`config.mk`:
```
export PLATFORM = sky130hd
export DESIGN_NAME = bba_ram
export DESIGN_NICKNAME = d
export VERILOG_FILES = /design/src/sv/bba_ram.sv
export SDC_FILE = /design/constraint.sdc
export NUM_CORES = 1
export LEC_CHECK = 0
export ABC_AREA = 1
export BUFFER_PORTS_ARGS = -buffer_cell sky130_fd_sc_hd__buf_2
export CORE_ASPECT_RATIO = 0.9
export CORE_MARGIN = 10
export CORE_UTILIZATION = 60
export CTS_CLUSTER_SIZE = 8
export DETAILED_ROUTE_END_ITERATION = 12
export PLACE_DENSITY_LB_ADDON = 0.2
export SLEW_MARGIN = 20
export SYNTH_ARGS = -nofsm -noshare
export SYNTH_HDL_FRONTEND = slang
export SYNTH_SLANG_ARGS = --single-unit
export TNS_END_PERCENT = 30
```
`constraint.sdc`:
```
create_clock -name clk -period 2.44 [get_ports clk]
set_input_delay 0.732 -clock clk [delete_from_list [all_inputs] [get_ports clk]]
set_output_delay 0.732 -clock clk [all_outputs]
set_load 0.02 [all_outputs]
```
`src/sv/bba_ram.sv`:
```
module bba_ram #(
  parameter int WIDTH = 8,
  parameter int DEPTH = 16
) (
  input  logic                     clk,
  input  logic                     we,
  input  logic [$clog2(DEPTH)-1:0] waddr,
  input  logic [WIDTH-1:0]         wdata,
  input  logic [$clog2(DEPTH)-1:0] raddr,
  output logic [WIDTH-1:0]         rdata
);

  logic [WIDTH-1:0] mem [DEPTH];

  always_ff @(posedge clk) begin
    if (we) mem[waddr] <= wdata;
    rdata <= mem[raddr];
  end

endmodule

```
# Word-level counts from Yosys, hierarchy flattened
# Memories as Yosys holds them, arrays and structs flattened. A register that Yosys moved wholly into a read port is not among the register bits.
# Cells that the tools add are included.
[totals]
ff_bits = 0
mem_bits_rw = 128
inputBits = 18
output_inout_bits = 8
elab_cells = 3
memories = 1
[mem_list]
columns = ["name", "depth", "word_bits", "rd", "rd_clocked_by_memory_dff", "wr", "line_no", "rtl"]
rows = [
  ["mem", 16, 8, 1, 1, 1, "13", "logic [WIDTH-1:0] mem [DEPTH];"],
]
[op_classes]
muxes = 2
[ops]
columns = ["cell", "n"]
rows = [
  ["2-to-1 mux 1 bit", 2],
]

# Logic depth before layout (Yosys ltp)
# Gate-level depths: netlist (run 1).
[logic_depth]
depth_word = 2
depth_mapped = 8
ltp_nobuf = 7

# Worst setup path after synthesis (run 1)
# Ideal clock, no wire load.
[synth_path]
path_kind = "input to register"
start = "input port waddr[2]"
end = "memory mem[10][0], enable pin"
setup_ps = 370
arrival_ps = 1313
required_ps = 2070
path_slack_ps = 757
path_stages = 2
path_buffers = 0
cell_sequence = "nand3b_1 -> nor2_1"
[synth_rtl]
columns = ["item", "line_no", "rtl"]
rows = [
  ["start: declaration", "7", "input logic [$clog2(DEPTH)-1:0] waddr,"],
  ["end: declaration", "13", ""],
]
# Straight into the memory's write port.

# Final worst setup path (run 1)
[layout_path]
start = "register rdata[3] (read register of mem)"
end = "output port rdata[3]"
[layout_rtl]
columns = ["item", "line_no", "rtl"]
rows = [
  ["start: declaration", "10", "output logic [WIDTH-1:0] rdata"],
]
# No word-level cell between the ends.

==> results.cfg, run 1 <==
[run_status]
outcome = completed

[timing]
timing.max_slew.rel_slack = 0.563
max_freq_mhz = 560
finalCritPeriodShare = 0.732
tightest_slew_ns = 0.654
finalClockSkew_ns = 0.00814
timing.final.ws_setup_ns = 0.654
period_minus_slack_ns = 1.79
timing.final.hold_violations = 0
setup-violations-final = 0
tns_ns = 0
unrepaired_setup_endpoints_after_global_routing = false
final-max-slew-violation-count = 0
fin_worst_hold_slack_ns = 0.585

[floorplan]
die_h_um = 113
die_x_um = 123
design.die.area_sq_um = 13900
i_o_pins = 26
floorplan.rows = 33
placeableCoreArea_sq_um = 9250
initial_utilization = 0.624

[cells_and_area]
num_antenna_cells = 0
n_fill_cell = 655
final_layout_size_suffix_gt1_frac = 0.123
design.final.nets = 606
areaGrowthSynthToFinish_pct = 14.8
design_area_sq_um = 6620

[yosys]
ys_warn_count = 0
syn-cell-area_sq_um = 5770
syn-num-nets = 569
syn-instance-count = 551
synth.yosys.seq_area_share = 0.694
post_synthesis_mean_instance_area_sq_um = 10.5
yosys_cell_types = 12
synth_seq_cells = 136

[power_and_ir_drop]
ir_worst_vdd_mv = 0.768
proportion_of_power_drawn_by_flip_flops_and_latches = 0.478
switching_power_w = 0.00122
netSwitchingFraction = 0.223
clkPwrFrac = 0.461
share_comb_of_total_power = 0.060
leakagePower_nw = 2.89
power-per-cell-area_nw_per_um2 = 830
p_int_w = 0.00427

[route]
detail_route.wl_per_cell_um = 17.7
routed_via_density = 5.38
routed_wirelength_um = 12800
vias_after_detailed_routing = 3891
detail-route-antenna-nets = 0
detailedRoute.firstIterationViolations = 476
post-route-drc-count = 0
drtPass1Iterations = 5

[critical_path]
crit_path_end_kind = primary output
critical_path.max_fanout = 1
path_class = register to primary output
path_buf_inv = 1
critPathSlowestCell = dfxtp_1
timing.critical_path.from_type = register
critPathMaxStageDelay_ns = 0.36
critPathArrivalTime_ns = 1.05
timing.critical_path.cells = buf_2
path_delay_family = flip-flops
worstPathRequired_ns = 1.71

[clocking]
clock_tree.htree_level_count = 4
clock_latency_on_the_worst_skew_pair_ns = 0.52
root_buffer = clkbuf_8
cts.sink_count = 136
tritoncts = yes
post_cts_buffers = 0
cts_resized = 0
cts_made_buffers = 17
postCtsHoldBufs = 0
clk_pin_slew_worst_paths_ns = 0.06
max-clock-path-buffers = 2

[grt]
vias_in_the_first_global_route = 3844
total_routing_resource_utilization_after_global_routing = 0.190
grt_antenna_before_repair = 0
globalRoute.totalOverflow = 0
grt_max_degree = 65
grt_pass1_wl_um = 19900

[placement]
place.port_buffers = 25
gp_weighted_congestion = 0.883
hpwlAfterDp_um = 7790
placement.cell_area_sq_um = 6030
dpl_worst_slack_ns = 0.460

[flow_run]
cap_violations = 0

[worst_hold_path]
holdCritPathClass = input port to register
==> flip-flops by register name, summed over array words and instances, names as in the netlist <==
name,cells
mem,128
rdata,8
==> cell usage after synthesis <==
master	number	area, sq um
buf_6	6	67.6
inv_2	2	7.51
buf_4	4	30.0
nand3b_1	2	15.0
nor2_1	17	63.8
dfxtp_1	8	160
inv_1	100	375
edfxtp_1	128	3840
buf_2	13	65.1
nand2_1	173	649
buf_1	1	3.75
nand3_1	97	485
==> metal layers <==
layer,GRT usage,share of wire,vias to the layer above
met4,0.0815,0.024,0
met1,0.242,0.40,1847
met2,0.304,0.50,172
met5,0,0,-
li1,-,-,1847
met3,0.0452,0.074,25
==> path summary, 6_finish.rpt <==
kind | start | end | slack, ns | cells after the start
worst min register to register | mem[14][4]$_DFFE_PP_ | rdata[4]$_DFF_P_ | 0.67 | 6
worst max-delay path | rdata[3]$_DFF_P_ | rdata[3] | 0.65 | 1
worst min-delay path | raddr[3] | rdata[0]$_DFF_P_ | 0.59 | 3
worst max register to register | mem[7][5]$_DFFE_PP_ | rdata[5]$_DFF_P_ | 1.38 | 6
==> cells in the final DEF (no fill, tap or decap) <==
| master | n |
|---|---|
| nand3b_1 | 2 |
| dfxtp_1 | 8 |
| clkbuf_1 | 2 |
| inv_6 | 3 |
| inv_2 | 2 |
| clkbuf_8 | 1 |
| bufinv_16 | 3 |
| clkinv_2 | 1 |
| buf_12 | 2 |
| nor2_1 | 17 |
| clkinv_4 | 3 |
| clkbuf_16 | 16 |
| inv_1 | 100 |
| buf_4 | 15 |
| buf_2 | 25 |
| nand3_1 | 97 |
| edfxtp_1 | 128 |
| clkinvlp_4 | 3 |
| nand2_1 | 173 |
==> cell type report <==
class / count / area (sq um) / share of cell area
flip-flops and latches: 136 / 4000 / 0.605
multi-input cells: 289 / 1210 / 0.183
clock buffers: 19 / 422 / 0.0637
inverters: 102 / 383 / 0.0578
repair buffers: 42 / 278 / 0.0419
clock inverters: 13 / 170 / 0.0257
well taps: 122 / 153 / 0.0230
==> stage by stage <==
stage | utilization | power (W) | cells
2_1_floorplan | - | 0.00288 | 551
6_report | 0.716 | 0.00550 | 723
5_1_grt | 0.716 | 0.00565 | 723
3_3_place_gp | 0.652 | 0.00300 | 691
3_5_place_dp | 0.652 | 0.00301 | 691
4_1_cts | 0.716 | 0.00552 | 723
==> power groups by stage <==
stage	Clock [W]	Combinational (W)	Sequential, W
final	0.00254	0.000331	0.00263
after global routing	0.00265	0.000367	0.00263
after CTS	0.00255	0.000332	0.00263
after detailed placement	0	0.000328	0.00268
after global placement	0	0.000320	0.00268
after floorplan	0	0.000184	0.00269
==> cell families after synthesis <==
family | Yosys count | synth area share
AND/OR/NAND/NOR | 289 | 0.210
flip-flops | 136 | 0.694
buffers and inverters | 126 | 0.0952
No activity file was read; power rests on OpenSTA's default activity.
==> inputs of run 2 (changes only) <==
Clock period 2.44 ns to 1.68 ns, I/O delays scaled along.
==> run 2 against run 1 <==
Effect of this change: register-to-register slack worse by 0.73 ns; critical path depth unchanged; sequential power up 45%; largest power group unchanged; clock-buffer cell count down 1; critical endpoint is now rdata[0]; worst hold slack worse by 0.24 ns.
==> results.cfg, run 2 (same netlist as run 1, synthesis figures left out) <==
[cells_and_area]
layoutNonFillerInstCount = 732
layout.cells.most_common = nand2_1
final_util = 0.726
final_layout_size_suffix_gt1_frac = 0.138
areaGrowthSynthToFinish_pct = 16.4
reg.largest.list = mem: 128 flops, rdata: 8 flops
design.final.nets = 617
max_flop_register = mem
multiInputGateArea_sq_um = 1210
design_area_sq_um = 6710
largest_reg_flops = 128
mostFrequentLayoutCells = nand2_1 (173), edfxtp_1 (128), inv_1 (100), nand3_1 (97), buf_4 (26)
num_antenna_cells = 0
n_fill_cell = 648
layout.area.seq_sq_um = 4000

[power_and_ir_drop]
netSwitchingFraction = 0.217
p_int_w = 0.00633
ir_worst_vdd_mv = 1.30
switching_power_w = 0.00176
power-per-cell-area_nw_per_um2 = 1210
share_comb_of_total_power = 0.062
proportion_of_power_drawn_by_flip_flops_and_latches = 0.472
leakagePower_nw = 2.95
clkPwrFrac = 0.466

[grt]
grt_pass1_wl_um = 20700
vias_in_the_first_global_route = 3882
grt_max_degree = 50
globalRoute.totalOverflow = 0
total_routing_resource_utilization_after_global_routing = 0.198
grt_antenna_before_repair = 0

[critical_path]
crit_path_end_kind = primary output
critPathSlowestCell = dfxtp_1
critPathArrivalTime_ns = 1.08
path_buf_inv = 1
r2r_start = mem[7][6]$_DFFE_PP_
r2r_path_end = rdata[6]$_DFF_P_
path_delay_family = flip-flops
critical_path.max_fanout = 1
path_class = register to primary output
worstPathRequired_ns = 1.18
timing.critical_path.cells = buf_2
timing.critical_path.from_type = register
timing.reg2reg.setup_slack_ns = 0.65
timing.reg2reg.worst_path_depth = 6
critPathMaxStageDelay_ns = 0.37

[route]
routed-wl-met3_um = 856
detail_route.wirelength.met1_um = 5510
drtPass1Iterations = 6
vias_after_detailed_routing = 3880
met2WireLength_um = 6680
detail_route.wl_per_cell_um = 18.1
detailedRoute.firstIterationViolations = 484
routed_via_density = 5.30
routed_wirelength_um = 13300
post-route-drc-count = 0
top_signal_layer_used = met4
detail-route-antenna-nets = 0

[timing]
setup-violations-final = 0
fin_worst_hold_slack_ns = 0.344
max_freq_mhz = 632
period_minus_slack_ns = 1.58
final-max-slew-violation-count = 0
timing.max_slew.rel_slack = 0.732
tns_ns = 0
timing.final.hold_violations = 0
finalCritPeriodShare = 0.942
tightest_slew_ns = 0.402
unrepaired_setup_endpoints_after_global_routing = false
finalClockSkew_ns = 0.00512

[floorplan]
placeableCoreArea_sq_um = 9250
die_x_um = 123
design.die.area_sq_um = 13900
floorplan.rows = 33
initial_utilization = 0.624
i_o_pins = 26
die_h_um = 113

[clocking]
clock_latency_on_the_worst_skew_pair_ns = 0.53
cts_made_buffers = 17
cts.sink_count = 136
tritoncts = yes
cts_resized = 0
max-clock-path-buffers = 2
root_buffer = clkbuf_8
postCtsHoldBufs = 0
post_cts_buffers = 0
clk_pin_slew_worst_paths_ns = 0.06
clock_tree.htree_level_count = 4

[worst_hold_path]
hold_path_depth = 3
holdCritPathClass = input port to register
worstHoldStart = raddr[3]
hold-path-endpoint = rdata[6]$_DFF_P_

[run_status]
outcome = completed

[placement]
placement.cell_area_sq_um = 6110
place.port_buffers = 25
gp_weighted_congestion = 0.873
place_inst = 702
hpwlAfterDp_um = 8010

[flow_run]
cap_violations = 0
==> run 2: worst max path at each step <==
stage / slack (ns) / cells past startpoint / startpoint / end
floorplan: 0.23 / 2 / waddr[2] / mem[10][0]$_DFFE_PP_
global placement: 0.16 / 8 / raddr[0] / rdata[0]$_DFF_P_
detailed placement: 0.11 / 8 / raddr[0] / rdata[7]$_DFF_P_
CTS: 0.06 / 1 / rdata[0]$_DFF_P_ / rdata[0]
global route: 0.07 / 1 / rdata[0]$_DFF_P_ / rdata[0]
finish: 0.1 / 1 / rdata[0]$_DFF_P_ / rdata[0]
==> run 2: per-layer routing <==
| metal | up-vias | track usage |
|---|---|---|
| met5 | - | 0 |
| met4 | 0 | 0.0690 |
| met3 | 20 | 0.0532 |
| met2 | 176 | 0.324 |
| met1 | 1816 | 0.250 |
| li1 | 1868 | - |
==> run 2: area by class of cell <==
class                   count  area share
well taps                 122      0.0227
clock inverters            12      0.0267
flip-flops and latches    136       0.597
inverters                 102      0.0571
clock buffers              18      0.0623
multi-input cells         289       0.181
repair buffers             53      0.0537
==> run 2: through the flow <==
stage / setup slack (ns) / power [W]
4_1_cts: 0.0586 / 0.00812
3_5_place_dp: 0.106 / 0.00438
3_3_place_gp: 0.158 / 0.00437
6_report: 0.0978 / 0.00809
2_1_floorplan: 0.225 / 0.00418
5_1_grt: 0.0722 / 0.00829
==> run 2: worst min-delay path: stages <==
cell     delay, ns
buf_2         0.17
nand3_1       0.11
nand2_1       0.04
==> run 2: power by group through the flow <==
stage / Clock [W] / Sequential [W] / Combinational [W]
2_1_floorplan: 0 / 0.00391 / 0.000268
3_3_place_gp: 0 / 0.00389 / 0.000481
3_5_place_dp: 0 / 0.00389 / 0.000494
4_1_cts: 0.00379 / 0.00382 / 0.000503
5_1_grt: 0.00391 / 0.00382 / 0.000552
6_report: 0.00377 / 0.00382 / 0.000503
